===== config.mk =====
export PLATFORM = sky130hd
export DESIGN_NAME = hex_text_to_bytes_parser
export DESIGN_NICKNAME = d
export VERILOG_FILES = /design/src/rtl/core/htbp_pkg.sv /design/src/rtl/core/hex_text_to_bytes_parser.sv
export VERILOG_INCLUDE_DIRS = /design/src /design/src/rtl/core
export SDC_FILE = /design/constraint.sdc
export NUM_CORES = 1
export LEC_CHECK = 0
export BUFFER_PORTS_ARGS = -buffer_cell sky130_fd_sc_hd__buf_2
export CORE_MARGIN = 2
export CORE_UTILIZATION = 50
export DETAILED_ROUTE_END_ITERATION = 10
export PLACE_DENSITY = 0.75
export SLEW_MARGIN = 30
export SYNTH_ARGS = -nofsm -noshare
export SYNTH_HDL_FRONTEND = slang
export SYNTH_SLANG_ARGS = --single-unit

===== constraint.sdc =====
create_clock -name clk -period 4.48 [get_ports clk]
set_clock_uncertainty 0.05 [all_clocks]
set_input_delay 1.344 -clock clk [delete_from_list [all_inputs] [get_ports clk]]
set_output_delay 1.344 -clock clk [all_outputs]
set_load 0.01 [all_outputs]

===== src/rtl/core/hex_text_to_bytes_parser_macros.svh =====
// Assertion helpers for the hex text parser.
`ifndef HEX_TEXT_TO_BYTES_PARSER_MACROS_SVH
`define HEX_TEXT_TO_BYTES_PARSER_MACROS_SVH

// Same-cycle implication, sampled on clk, off during reset.
`define HTBP_ASSERT_NOW(label, ante, cons, msg) \
    label: assert property (@(posedge clk) disable iff (!rst_n) (ante) |-> (cons)) \
        else $error(msg);

// Next-cycle implication, sampled on clk, off during reset.
`define HTBP_ASSERT_NEXT(label, ante, cons, msg) \
    label: assert property (@(posedge clk) disable iff (!rst_n) (ante) |=> (cons)) \
        else $error(msg);

`endif


===== src/rtl/core/htbp_pkg.sv =====
package htbp_pkg;

    localparam logic [15:0] MAX_BYTES_RESET = 16'hFFFF;

    localparam logic [2:0] KIND_DATA     = 3'd0;
    localparam logic [2:0] KIND_OK       = 3'd1;
    localparam logic [2:0] KIND_JUNK     = 3'd2;
    localparam logic [2:0] KIND_OVERFLOW = 3'd3;
    localparam logic [2:0] KIND_DANGLING = 3'd4;

    localparam logic [1:0] REASON_JUNK     = 2'd0;
    localparam logic [1:0] REASON_OVERFLOW = 2'd1;

    localparam logic OP_CHAR = 1'b0;
    localparam logic OP_END  = 1'b1;

    localparam logic [7:0] CH_SPACE = 8'h20;
    localparam logic [7:0] CH_COLON = 8'h3A;
    localparam logic [7:0] CH_DASH  = 8'h2D;
    localparam logic [7:0] CH_COMMA = 8'h2C;
    localparam logic [7:0] CH_TAB   = 8'h09;
    localparam logic [7:0] CH_CR    = 8'h0D;
    localparam logic [7:0] CH_NL    = 8'h0A;
    localparam logic [7:0] CH_LOW_X = 8'h78;
    localparam logic [7:0] CH_UP_X  = 8'h58;
    localparam logic [7:0] CH_0     = 8'h30;
    localparam logic [7:0] CH_9     = 8'h39;
    localparam logic [7:0] CH_LOW_A = 8'h61;
    localparam logic [7:0] CH_LOW_F = 8'h66;
    localparam logic [7:0] CH_UP_A  = 8'h41;
    localparam logic [7:0] CH_UP_F  = 8'h46;
    localparam logic [7:0] DIGIT_TEN = 8'd10;

    function automatic logic is_separator(logic [7:0] ch);
        return (ch == CH_SPACE) || (ch == CH_COLON) || (ch == CH_DASH) ||
               (ch == CH_COMMA) || (ch == CH_TAB) || (ch == CH_CR) || (ch == CH_NL);
    endfunction

    // {hit, nibble}
    function automatic logic [4:0] hex_decode(logic [7:0] ch);
        logic [7:0] d;
        logic [4:0] r;
        d = 8'd0;
        r = 5'd0;
        if (ch >= CH_0 && ch <= CH_9)
        begin
            d = ch - CH_0;
            r = {1'b1, d[3:0]};
        end
        else if (ch >= CH_LOW_A && ch <= CH_LOW_F)
        begin
            d = ch - CH_LOW_A + DIGIT_TEN;
            r = {1'b1, d[3:0]};
        end
        else if (ch >= CH_UP_A && ch <= CH_UP_F)
        begin
            d = ch - CH_UP_A + DIGIT_TEN;
            r = {1'b1, d[3:0]};
        end
        return r;
    endfunction

endpackage


===== src/rtl/core/hex_text_to_bytes_parser.sv =====
// Hex text to bytes parser.
// Input channel (in_valid / in_stall): one item per cycle while in_stall is low, opcode 0 carries
// one ASCII character in char_code, opcode 1 marks the end of the string.
// Output channel (out_valid / out_stall): kind, byte_value, byte_count.
// A character item gives a result only when it completes a byte; an end
// item always gives one result (ok with the length, a dangling digit, or
// the failure reason) and clears the string state. Separators are skipped,
// a "0x"/"0X" prefix at a byte boundary is dropped.
// Path: an accepted item passes the input register, then the result
// register, which drives the port.
// Throughput: one item per cycle while no stall holds, set by the combinational
// update of the parser state between the input register and the result register.
// Stall: while a result waits with out_stall high, in_stall is raised and
// both stages hold; items without results never occupy the output.
// Reset: max_bytes returns to 65535, string state clears, both stages empty.
// cfg_write_en / cfg_write_data write max_bytes; write only while idle.
`include "hex_text_to_bytes_parser_macros.svh"

module hex_text_to_bytes_parser
(
    input  logic        clk,
    input  logic        rst_n,
    input  logic        in_valid,
    output logic        in_stall,
    input  logic        opcode,
    input  logic [7:0]  char_code,
    output logic        out_valid,
    input  logic        out_stall,
    output logic [2:0]  kind,
    output logic [7:0]  byte_value,
    output logic [15:0] byte_count,
    input  logic        cfg_write_en,
    input  logic [15:0] cfg_write_data
);

    logic        advance;

    logic        s1_valid_reg;
    logic        s1_opcode_reg;
    logic [7:0]  s1_char_reg;

    logic [15:0] max_bytes_reg;
    logic [3:0]  high_nibble_reg, high_nibble_next;
    logic        nibble_pending_reg, nibble_pending_next;
    logic        zero_pending_reg, zero_pending_next;
    logic        failed_reg, failed_next;
    logic [1:0]  failure_reason_reg, failure_reason_next;
    logic [15:0] count_reg, count_next;

    logic        out_valid_reg, out_valid_next;
    logic [2:0]  kind_reg, kind_next;
    logic [7:0]  byte_value_reg, byte_value_next;
    logic [15:0] byte_count_reg, byte_count_next;

    assign advance  = !(out_valid_reg && out_stall);
    assign in_stall = !advance;

    always_comb
    begin
        logic [4:0] dec;
        logic       hold_nib;
        logic [3:0] hn;
        dec      = htbp_pkg::hex_decode(s1_char_reg);
        hold_nib = nibble_pending_reg;
        hn       = high_nibble_reg;

        high_nibble_next    = high_nibble_reg;
        nibble_pending_next = nibble_pending_reg;
        zero_pending_next   = zero_pending_reg;
        failed_next         = failed_reg;
        failure_reason_next = failure_reason_reg;
        count_next          = count_reg;
        out_valid_next      = 1'b0;
        kind_next           = htbp_pkg::KIND_DATA;
        byte_value_next     = 8'd0;
        byte_count_next     = count_reg;

        if (s1_valid_reg)
        begin
            if (s1_opcode_reg == htbp_pkg::OP_END)
            begin
                out_valid_next = 1'b1;
                if (failed_reg)
                    kind_next = (failure_reason_reg == htbp_pkg::REASON_OVERFLOW) ?
                                htbp_pkg::KIND_OVERFLOW : htbp_pkg::KIND_JUNK;
                else if (nibble_pending_reg || zero_pending_reg)
                    kind_next = htbp_pkg::KIND_DANGLING;
                else
                    kind_next = htbp_pkg::KIND_OK;
                high_nibble_next    = 4'd0;
                nibble_pending_next = 1'b0;
                zero_pending_next   = 1'b0;
                failed_next         = 1'b0;
                failure_reason_next = htbp_pkg::REASON_JUNK;
                count_next          = 16'd0;
            end
            else if (!failed_reg)
            begin
                // held zero: prefix drop, or it becomes the high nibble
                if (zero_pending_reg && (s1_char_reg == htbp_pkg::CH_LOW_X ||
                                         s1_char_reg == htbp_pkg::CH_UP_X))
                begin
                    zero_pending_next = 1'b0;
                end
                else
                begin
                    if (zero_pending_reg)
                    begin
                        zero_pending_next   = 1'b0;
                        hold_nib            = 1'b1;
                        hn                  = 4'd0;
                        high_nibble_next    = 4'd0;
                        nibble_pending_next = 1'b1;
                    end
                    if (htbp_pkg::is_separator(s1_char_reg))
                    begin
                        // skipped
                    end
                    else if (!hold_nib && s1_char_reg == htbp_pkg::CH_0)
                    begin
                        zero_pending_next = 1'b1;
                    end
                    else if (!dec[4])
                    begin
                        failed_next         = 1'b1;
                        failure_reason_next = htbp_pkg::REASON_JUNK;
                    end
                    else if (!hold_nib)
                    begin
                        high_nibble_next    = dec[3:0];
                        nibble_pending_next = 1'b1;
                    end
                    else if (count_reg >= max_bytes_reg)
                    begin
                        failed_next         = 1'b1;
                        failure_reason_next = htbp_pkg::REASON_OVERFLOW;
                    end
                    else
                    begin
                        count_next          = count_reg + 16'd1;
                        nibble_pending_next = 1'b0;
                        high_nibble_next    = 4'd0;
                        out_valid_next      = 1'b1;
                        kind_next           = htbp_pkg::KIND_DATA;
                        byte_value_next     = {hn, dec[3:0]};
                        byte_count_next     = count_reg + 16'd1;
                    end
                end
            end
        end
    end

    always_ff @(posedge clk or negedge rst_n)
    begin
        if (!rst_n)
        begin
            s1_valid_reg       <= 1'b0;
            max_bytes_reg      <= htbp_pkg::MAX_BYTES_RESET;
            high_nibble_reg    <= 4'd0;
            nibble_pending_reg <= 1'b0;
            zero_pending_reg   <= 1'b0;
            failed_reg         <= 1'b0;
            failure_reason_reg <= htbp_pkg::REASON_JUNK;
            count_reg          <= 16'd0;
            out_valid_reg      <= 1'b0;
        end
        else
        begin
            if (cfg_write_en)
                max_bytes_reg <= cfg_write_data;
            if (advance)
            begin
                s1_valid_reg       <= in_valid;
                high_nibble_reg    <= high_nibble_next;
                nibble_pending_reg <= nibble_pending_next;
                zero_pending_reg   <= zero_pending_next;
                failed_reg         <= failed_next;
                failure_reason_reg <= failure_reason_next;
                count_reg          <= count_next;
                out_valid_reg      <= out_valid_next;
            end
        end
    end

    always_ff @(posedge clk)
    begin
        if (advance)
        begin
            s1_opcode_reg  <= opcode;
            s1_char_reg    <= char_code;
            kind_reg       <= kind_next;
            byte_value_reg <= byte_value_next;
            byte_count_reg <= byte_count_next;
        end
    end

    assign out_valid  = out_valid_reg;
    assign kind       = kind_reg;
    assign byte_value = byte_value_reg;
    assign byte_count = byte_count_reg;

    `HTBP_ASSERT_NOW(a_data_count_nonzero,
        out_valid && kind == htbp_pkg::KIND_DATA, byte_count != 16'd0,
        "data item with zero byte count")

    `HTBP_ASSERT_NOW(a_status_value_zero,
        out_valid && kind != htbp_pkg::KIND_DATA, byte_value == 8'd0,
        "status item with nonzero byte value")

    `HTBP_ASSERT_NOW(a_pending_exclusive,
        1'b1, !(zero_pending_reg && nibble_pending_reg),
        "held zero and held nibble at once")

    `HTBP_ASSERT_NEXT(a_end_clears,
        advance && s1_valid_reg && s1_opcode_reg == htbp_pkg::OP_END,
        count_reg == 16'd0 && !failed_reg && !nibble_pending_reg && !zero_pending_reg
            && out_valid_reg,
        "end item did not clear string state")

endmodule


==> results of run 1 <==
cell usage after synthesis, drive strengths merged, types with 4 or more instances:
master and n:
nor3b 5, inv 22, nand2b 6, xnor2 7, clkbuf 12, nor2b 4
o21ai 26, o211a 7, nand2 31, a21oi 18, nand3 17, and3 10
nand4 7, ha 22, edfxtp 36, o221ai 4, buf 10, mux2 4
dfrtp 26, dfstp 16, a221o 7, nor3 12, xor2 8, nor2 32
path summary, 6_finish.rpt:
check,from,end,slack [ps],cells after the start
max in group asynchronous,rst_n,max_bytes_reg[0]$_DFFE_PN1P_,3080,1
min in group asynchronous,rst_n,count_reg[7]$_DFFE_PN0P_,920,1
hold reg to reg,high_nibble_reg[3]$_DFFE_PN0P_,high_nibble_reg[3]$_DFFE_PN0P_,450,1
setup / recovery,s1_char_reg[0]$_DFFE_PN_,byte_count[1]$_DFFE_PN_,890,8
setup reg to reg,s1_char_reg[0]$_DFFE_PN_,byte_count[1]$_DFFE_PN_,890,8
hold / removal,high_nibble_reg[3]$_DFFE_PN0P_,high_nibble_reg[3]$_DFFE_PN0P_,450,1
where the power goes:
group	total, mW	internal, mW	switching, mW	leakage [nW]
logic	0.216	0.0804	0.136	1.12
registers	0.851	0.816	0.0350	0.916
clock network	0.532	0.261	0.270	0.0931
critical path, delay by kind of cell, from the launching register on:
kind            cells  cell delay (ps)
compound gates      2             1100
simple gates        2              790
mux                 2              530
flops               1              480
fa+ha+maj           1              220
buf+inv             1              160
final cells by class:
class,count,area (um2)
fill,697,3440
sequential,78,2150
multi-input combinational,269,1820
timing repair buffer,60,308
tap,105,131
clock buffer,10,128
inverter,24,90.1
clock inverter,6,71.3
layer usage:
layer,part of all wire (%),up-vias,track usage [%]
met5,0,-,0
met4,2.7,0,10.7
met3,7.0,21,3.48
met2,45,130,31.4
met1,45,1523,30.0
li1,-,1542,-
logic make-up (layout without fill, tap and decap cells):
logic type,Yosys count,after routing,synth area share (%)
simple gates,135,135,16.8
mux,5,5,1.32
xor+xnor,15,15,3.15
flops,78,78,51.6
compound gates,92,92,15.6
buf+inv,46,100,4.95
fa+ha+maj,22,22,6.59
per-stage QoR:
step,power [mW],utilization (%)
final,1.60,57.8
after global routing,1.68,57.8
after CTS,1.61,57.7
after detailed placement,1.08,55.3
after global placement,1.07,55.3
after floorplan,0.996,-
==> flow_summary.json, run 1 <==
{
  "path_clk_slew_ps": 80,
  "grt_use_total_pct": 21.1,
  "synth-seq-area-share_pct": 51.6,
  "fmax_mhz": 279,
  "finalNonFillerCells": 552,
  "power_density_mw_per_mm2": 340,
  "cts_tree": "done",
  "die_y_um": 95.4,
  "root_buffer": "clkbuf_8",
  "p_leak_nw": 2.13,
  "final_common_cell": "buf_2",
  "fp.dieW_um": 95.4,
  "die_area_mm2": 0.00909,
  "slowest_stage": "a2111oi_0",
  "routedWlPerCell_um": 15.7,
  "max_cap_viol_count": 0,
  "place.gp.congestion": 0.890,
  "num_vias": 3216,
  "grt_setup_unrepaired": "false",
  "clk_latency_ps": 360,
  "placed_cells": 536,
  "synthArstFlopShare_pct": 53.8,
  "finalCritPeriodShare_pct": 80.1,
  "post_cts_buffers": 0,
  "grt_pass1_wl_mm": 14.7,
  "finalHoldViolCount": 0,
  "grt_pass1_vias": 3020,
  "netlist_instances": 393,
  "cts_sinks": 78,
  "arrival_ps": 3640,
  "htree_levels": 3,
  "ios": 59,
  "max_stage_delay_ps": 690,
  "place_ws_ps": 937,
  "initial_core_util_pct": 51.3,
  "num_antenna_cells": 0,
  "slew_viol_final": 0,
  "routed_wl_mm": 8.68,
  "clk_path_buf_depth": 2,
  "tightest_slew_ps": 710,
  "drt_iter0_drc": 303,
  "cp_cell_sequence": "inv_1 -> ha_1 -> nor2b_1 -> mux2i_1 -> a2111oi_0 -> o21ai_0 -> nand4_1 -> mux2_2",
  "synthTopCellsByArea": "edfxtp_1 26%, dfrtp_1 16%, dfstp_2 10%",
  "timing.hold.ws_ps": 448,
  "synth_top_cell_by_area": "edfxtp_1",
  "cts_hold_buf": 0,
  "fin_ws_ps": 891,
  "synth_seq_cells": 78,
  "synth_nets": 445,
  "ys_warn_count": 0,
  "synth.top_cell.area_share_pct": 25.9,
  "required_ps": 4540,
  "grt_max_degree": 43,
  "finalNetCount": 494,
  "hp-class": "reg -> reg",
  "outcome": "finished clean",
  "synth.avg_cell_area_um2": 10.6,
  "synth-edff-count": 36,
  "drt-pass1-iter-count": 5,
  "vias_per_cell": 5.83,
  "path_class": "reg -> reg",
  "finalSetupTns_ps": 0,
  "max_slew_margin_pct": 51.5,
  "final_area_mm2": 0.00470,
  "route.detailed.drc": 0,
  "fin_crit_ps": 3590,
  "peakVddDrop_v": 0.000189,
  "crit_path_start_kind": "register",
  "placement.cell_area_mm2": 0.00450,
  "end_kind": "register",
  "drive_above_1_share_pct": 23.3,
  "ys.flop_type": "edfxtp_1",
  "ys_types": 63,
  "area_growth_pct": 12.6,
  "antenna_found_initial": 0,
  "dp_hpwl_mm": 6.17,
  "crit_fanout": 15,
  "setup_viol": 0,
  "overflow": 0,
  "core_mm2": 0.00813,
  "final_cell_mix": "57 x buf_2, 36 x edfxtp_1, 30 x nor2_1",
  "numCtsBuffers": 9,
  "ant_nets": 0,
  "io_buffers": 58,
  "syn_area_mm2": 0.00417,
  "cts_resized": 0,
  "row_count": 33
}
No activity file was read; power rests on OpenSTA's default activity.
==> run 2: changes to the inputs <==
--- a/config.mk
+++ b/config.mk
@@ -10,7 +10,7 @@
 export CORE_MARGIN = 2
 export CORE_UTILIZATION = 50
 export DETAILED_ROUTE_END_ITERATION = 10
-export PLACE_DENSITY = 0.75
+export PLACE_DENSITY = 0.78
 export SLEW_MARGIN = 30
 export SYNTH_ARGS = -nofsm -noshare
 export SYNTH_HDL_FRONTEND = slang
==> constraint.sdc (replaced) <==
create_clock -name clk -period 3 [get_ports clk]
set_clock_uncertainty 0.05 [all_clocks]
set_input_delay 0.9 -clock clk [delete_from_list [all_inputs] [get_ports clk]]
set_output_delay 0.9 -clock clk [all_outputs]
set_load 0.01 [all_outputs]
==> flow_summary.json, run 2 (same netlist as run 1, synthesis figures left out) <==
{
  "cp_cell_sequence": "inv_1 -> ha_1 -> nand4_1 -> or4_1 -> o32ai_2 -> a211oi_4 -> nand4_1 -> buf_6 -> mux2_2",
  "cts_tree": "done",
  "routed_wl_mm": 9.23,
  "arrival_ps": 2990,
  "path_clk_slew_ps": 90,
  "finalCritPeriodShare_pct": 97.4,
  "initial_core_util_pct": 51.3,
  "end_kind": "register",
  "max_slew_margin_pct": 41.8,
  "reg2reg_depth": 9,
  "cts_sinks": 78,
  "clk_path_buf_depth": 2,
  "cts_hold_buf": 0,
  "grt_max_degree": 38,
  "ant_nets": 0,
  "r2r_end": "byte_count[1]$_DFFE_PN_",
  "r2r-start": "max_bytes_reg[11]$_DFFE_PN1P_",
  "place.gp.congestion": 0.895,
  "crit_family": "simple AND/OR/NAND/NOR gates",
  "setup_viol": 0,
  "finalSetupTns_ps": 0,
  "htree_levels": 3,
  "die_y_um": 95.4,
  "timing.hold.ws_ps": 452,
  "max_stage_delay_ps": 550,
  "root_buffer": "clkbuf_8",
  "peakVddDrop_v": 0.000226,
  "final_common_cell": "buf_2",
  "required_ps": 3070,
  "num_antenna_cells": 0,
  "finalNetCount": 525,
  "slowest_stage": "or4_1",
  "finalNonFillerCells": 583,
  "final_core_util_pct": 61.0,
  "row_count": 33,
  "num_vias": 3324,
  "route.detailed.drc": 0,
  "overflow": 0,
  "whs_endpoint": "high_nibble_reg[0]$_DFFE_PN0P_",
  "slew_viol_final": 0,
  "path_class": "reg -> reg",
  "power_density_mw_per_mm2": 476,
  "fmax_mhz": 342,
  "fin_crit_ps": 2920,
  "max_cap_viol_count": 0,
  "die_area_mm2": 0.00909,
  "drt_iter0_drc": 223,
  "tightest_slew_ps": 874,
  "grt_use_total_pct": 21.7,
  "startpoint": "max_bytes_reg[11]$_DFFE_PN1P_",
  "clk_latency_ps": 360,
  "vias_per_cell": 5.70,
  "rrSetupSlack_ps": 80,
  "outcome": "finished clean",
  "finalHoldViolCount": 0,
  "hp-class": "reg -> reg",
  "crit_fanout": 7,
  "placed_cells": 563,
  "critPathMostFrequentCell": "nand4_1",
  "area_growth_pct": 18.9,
  "min_from": "high_nibble_reg[0]$_DFFE_PN0P_",
  "numCtsBuffers": 9,
  "p_leak_nw": 2.28,
  "dp_hpwl_mm": 6.64,
  "min_path_cells": 1,
  "drt-pass1-iter-count": 4,
  "ios": 59,
  "worst-path-buf-inv": 2,
  "final_area_mm2": 0.00496,
  "drive_above_1_share_pct": 29.5,
  "final_cell_mix": "58 x buf_2, 36 x edfxtp_1, 30 x nor2_1, 30 x buf_4, 29 x nand2_1",
  "grt_pass1_wl_mm": 15.0,
  "grt_pass1_vias": 3064,
  "core_mm2": 0.00813,
  "crit_path_start_kind": "register",
  "fp.dieW_um": 95.4,
  "placement.cell_area_mm2": 0.00470,
  "antenna_found_initial": 0,
  "nFillCells": 691,
  "io_buffers": 58,
  "routedWlPerCell_um": 15.8
}
-- run 2: final cells by class --
cell class,instances,area [um2],share of cell area (%)
clock inverter,7,55.1,1.11
timing repair buffer,91,546,11.0
tap,105,131,2.65
multi-input combinational,269,1860,37.6
clock buffer,9,124,2.50
sequential,78,2150,43.4
inverter,24,90.1,1.82
-- run 2: how the worst max path moves through the flow --
stage,end,slack [ps],depth (start not counted)
detailed placement,count_reg[13]$_DFFE_PN0P_,-70,9
CTS,count_reg[13]$_DFFE_PN0P_,10,9
floorplan,byte_count[1]$_DFFE_PN_,180,9
finish,byte_count[1]$_DFFE_PN_,80,9
global placement,count_reg[13]$_DFFE_PN0P_,10,9
global route,byte_count[1]$_DFFE_PN_,-30,9
-- run 2: stage by stage --
step | power [mW] | setup WS [ps]
2_1_floorplan | 1.49 | 180
3_3_place_gp | 1.62 | 9.73
3_5_place_dp | 1.64 | -74.0
4_1_cts | 2.36 | 11.4
5_1_grt | 2.47 | -33.9
6_report | 2.36 | 79.4
-- run 2: report_power, final --
group / total (mW) / internal [mW] / switching [mW]
clock: 0.733 / 0.309 / 0.424
combinational: 0.372 / 0.147 / 0.225
sequential: 1.26 / 1.22 / 0.0403
-- run 2: what timing repair did --
item | 4_1_cts | 5_1_grt
pin swaps | 2 | 3
buffers inserted | 0 | 3
gates cloned | 0 | 1
endpoints found under the setup margin | 22 | 36
resized for setup | 5 | 9
-- run 2: per-layer routing --
| metal | wire (um) | GRT usage (%) | part of all wire (%) |
|---|---|---|---|
| met3 | 657 | 4.03 | 7.1 |
| met2 | 4270 | 32.9 | 46 |
| met1 | 4120 | 30.8 | 45 |
| met5 | 0 | 0 | 0 |
| met4 | 184 | 8.70 | 2.0 |
==> run 3: changes to the inputs <==
--- a/config.mk
+++ b/config.mk
@@ -7,7 +7,7 @@
 export NUM_CORES = 1
 export LEC_CHECK = 0
 export BUFFER_PORTS_ARGS = -buffer_cell sky130_fd_sc_hd__buf_2
-export CORE_MARGIN = 2
+export CORE_MARGIN = 3
 export CORE_UTILIZATION = 50
 export DETAILED_ROUTE_END_ITERATION = 10
 export PLACE_DENSITY = 0.78
==> flow_summary.json, run 3 (same netlist as run 1, synthesis figures left out) <==
{
  "max_cap_viol_count": 0,
  "cts_tree": "done",
  "grt_use_total_pct": 20.8,
  "dp_hpwl_mm": 6.83,
  "crit_fanout": 14,
  "root_buffer": "clkbuf_8",
  "vias_per_cell": 5.79,
  "antenna_found_initial": 0,
  "fp.dieW_um": 97.4,
  "cts_sinks": 78,
  "ant_nets": 0,
  "min_from": "high_nibble_reg[2]$_DFFE_PN0P_",
  "overflow": 0,
  "initial_core_util_pct": 52.7,
  "core_mm2": 0.00793,
  "num_antenna_cells": 0,
  "fin_ws_ps": 112,
  "die_area_mm2": 0.00948,
  "setup_viol": 0,
  "r2r-start": "max_bytes_reg[14]$_DFFE_PN1P_",
  "whs_endpoint": "high_nibble_reg[2]$_DFFE_PN0P_",
  "reg2reg_depth": 9,
  "route.detailed.drc": 0,
  "grt_max_degree": 43,
  "tightest_slew_ps": 633,
  "ios": 59,
  "grt_pass1_wl_mm": 16.0,
  "slew_viol_final": 0,
  "fin_crit_ps": 2890,
  "finalCritPeriodShare_pct": 96.3,
  "final_cell_mix": "57 x buf_2, 36 x edfxtp_1, 30 x nor2_1, 30 x buf_4, 29 x nand2_1",
  "row_count": 32,
  "final_common_cell": "buf_2",
  "rrSetupSlack_ps": 110,
  "final_area_mm2": 0.00506,
  "slowest_stage": "or4_4",
  "min_path_cells": 1,
  "finalNonFillerCells": 577,
  "max_stage_delay_ps": 560,
  "max_slew_margin_pct": 57.6,
  "required_ps": 3190,
  "peakVddDrop_v": 0.000271,
  "power_mw": 2.55,
  "placed_cells": 560,
  "end_kind": "register",
  "path_class": "reg -> reg",
  "numCtsBuffers": 9,
  "finalSetupTns_ps": 0,
  "drive_above_1_share_pct": 32.6,
  "hp-class": "reg -> reg",
  "p_leak_nw": 2.29,
  "outcome": "finished clean",
  "io_buffers": 58,
  "finalNetCount": 522,
  "cp_cell_sequence": "inv_1 -> ha_1 -> nand4_1 -> or4_4 -> o32ai_2 -> a211oi_2 -> buf_4 -> and3_2 -> a221o_1",
  "fmax_mhz": 346,
  "placement.cell_area_mm2": 0.00470,
  "path_clk_slew_ps": 90,
  "routed_wl_mm": 9.70,
  "num_vias": 3338,
  "area_growth_pct": 21.1,
  "place_ws_ps": -50.0,
  "place.gp.congestion": 0.883,
  "nFillCells": 640,
  "drt_iter0_drc": 404,
  "cts_hold_buf": 0,
  "htree_levels": 3,
  "crit_path_start_kind": "register",
  "die_y_um": 97.4,
  "grt_pass1_vias": 3297,
  "multi_input_area_mm2": 0.00194,
  "clk_latency_ps": 350,
  "regArea_mm2": 0.00215,
  "drt-pass1-iter-count": 5,
  "finalHoldViolCount": 0,
  "arrival_ps": 3080,
  "timing.hold.ws_ps": 448,
  "routedWlPerCell_um": 16.8,
  "r2r_end": "count_reg[11]$_DFFE_PN0P_",
  "clk_path_buf_depth": 2,
  "final_core_util_pct": 63.8,
  "power_density_mw_per_mm2": 503,
  "grt_setup_unrepaired": "true"
}
==> run 3: cell types whose count changed in the layout (fill, tap and decap cells not counted), sizes merged <==
cell	change
buf	-2
inv	-2
clkbuf	-1
bufinv	+2
==> run 3: timing repair <==
| item | in CTS | in global routing |
|---|---|---|
| resized for setup | 3 | 24 |
| pin swaps | 0 | 6 |
| setup endpoints to repair | 28 | 39 |
| buffers inserted | 0 | 1 |
==> run 3: worst max-delay path: cells and delay by family (launching register included) <==
family	cells	cell delay [ps]
buf+inv	2	230
compound gates	3	690
simple gates	3	990
fa+ha+maj	1	290
flops	1	530
==> run 3: where the power goes <==
group | internal [mW] | leakage, nW | switching [mW]
registers | 1.22 | 0.916 | 0.0504
clock network | 0.471 | 0.106 | 0.420
logic | 0.154 | 1.27 | 0.232
total | 1.84 | 2.29 | 0.702
==> run 3: worst max-delay path by stage <==
stage	end	slack (ps)	start
after global routing	high_nibble_reg[0]$_DFFE_PN0P_	-50	max_bytes_reg[14]$_DFFE_PN1P_
after floorplan	byte_count[1]$_DFFE_PN_	180	max_bytes_reg[15]$_DFFE_PN1P_
after global placement	count_reg[12]$_DFFE_PN0P_	-20	max_bytes_reg[0]$_DFFE_PN1P_
after detailed placement	count_reg[12]$_DFFE_PN0P_	-50	max_bytes_reg[0]$_DFFE_PN1P_
final	count_reg[11]$_DFFE_PN0P_	110	max_bytes_reg[14]$_DFFE_PN1P_
after CTS	count_reg[0]$_DFFE_PN0P_	4	max_bytes_reg[15]$_DFFE_PN1P_
==> run 3: layout make-up <==
cell class | count | area share [%]
clock buffers | 9 | 2.45
clock inverters | 7 | 1.93
inverters | 24 | 1.78
multi-input cells | 269 | 38.4
flip-flops and latches | 78 | 42.6
well taps | 102 | 2.52
repair buffers | 88 | 10.3
==> run 3: metal layers <==
layer / part of all wire, % / global-route usage [%]
met1: 44 / 29.5
met2: 49 / 32.4
met3: 5.4 / 3.23
met4: 1.3 / 7.67
met5: 0 / 0
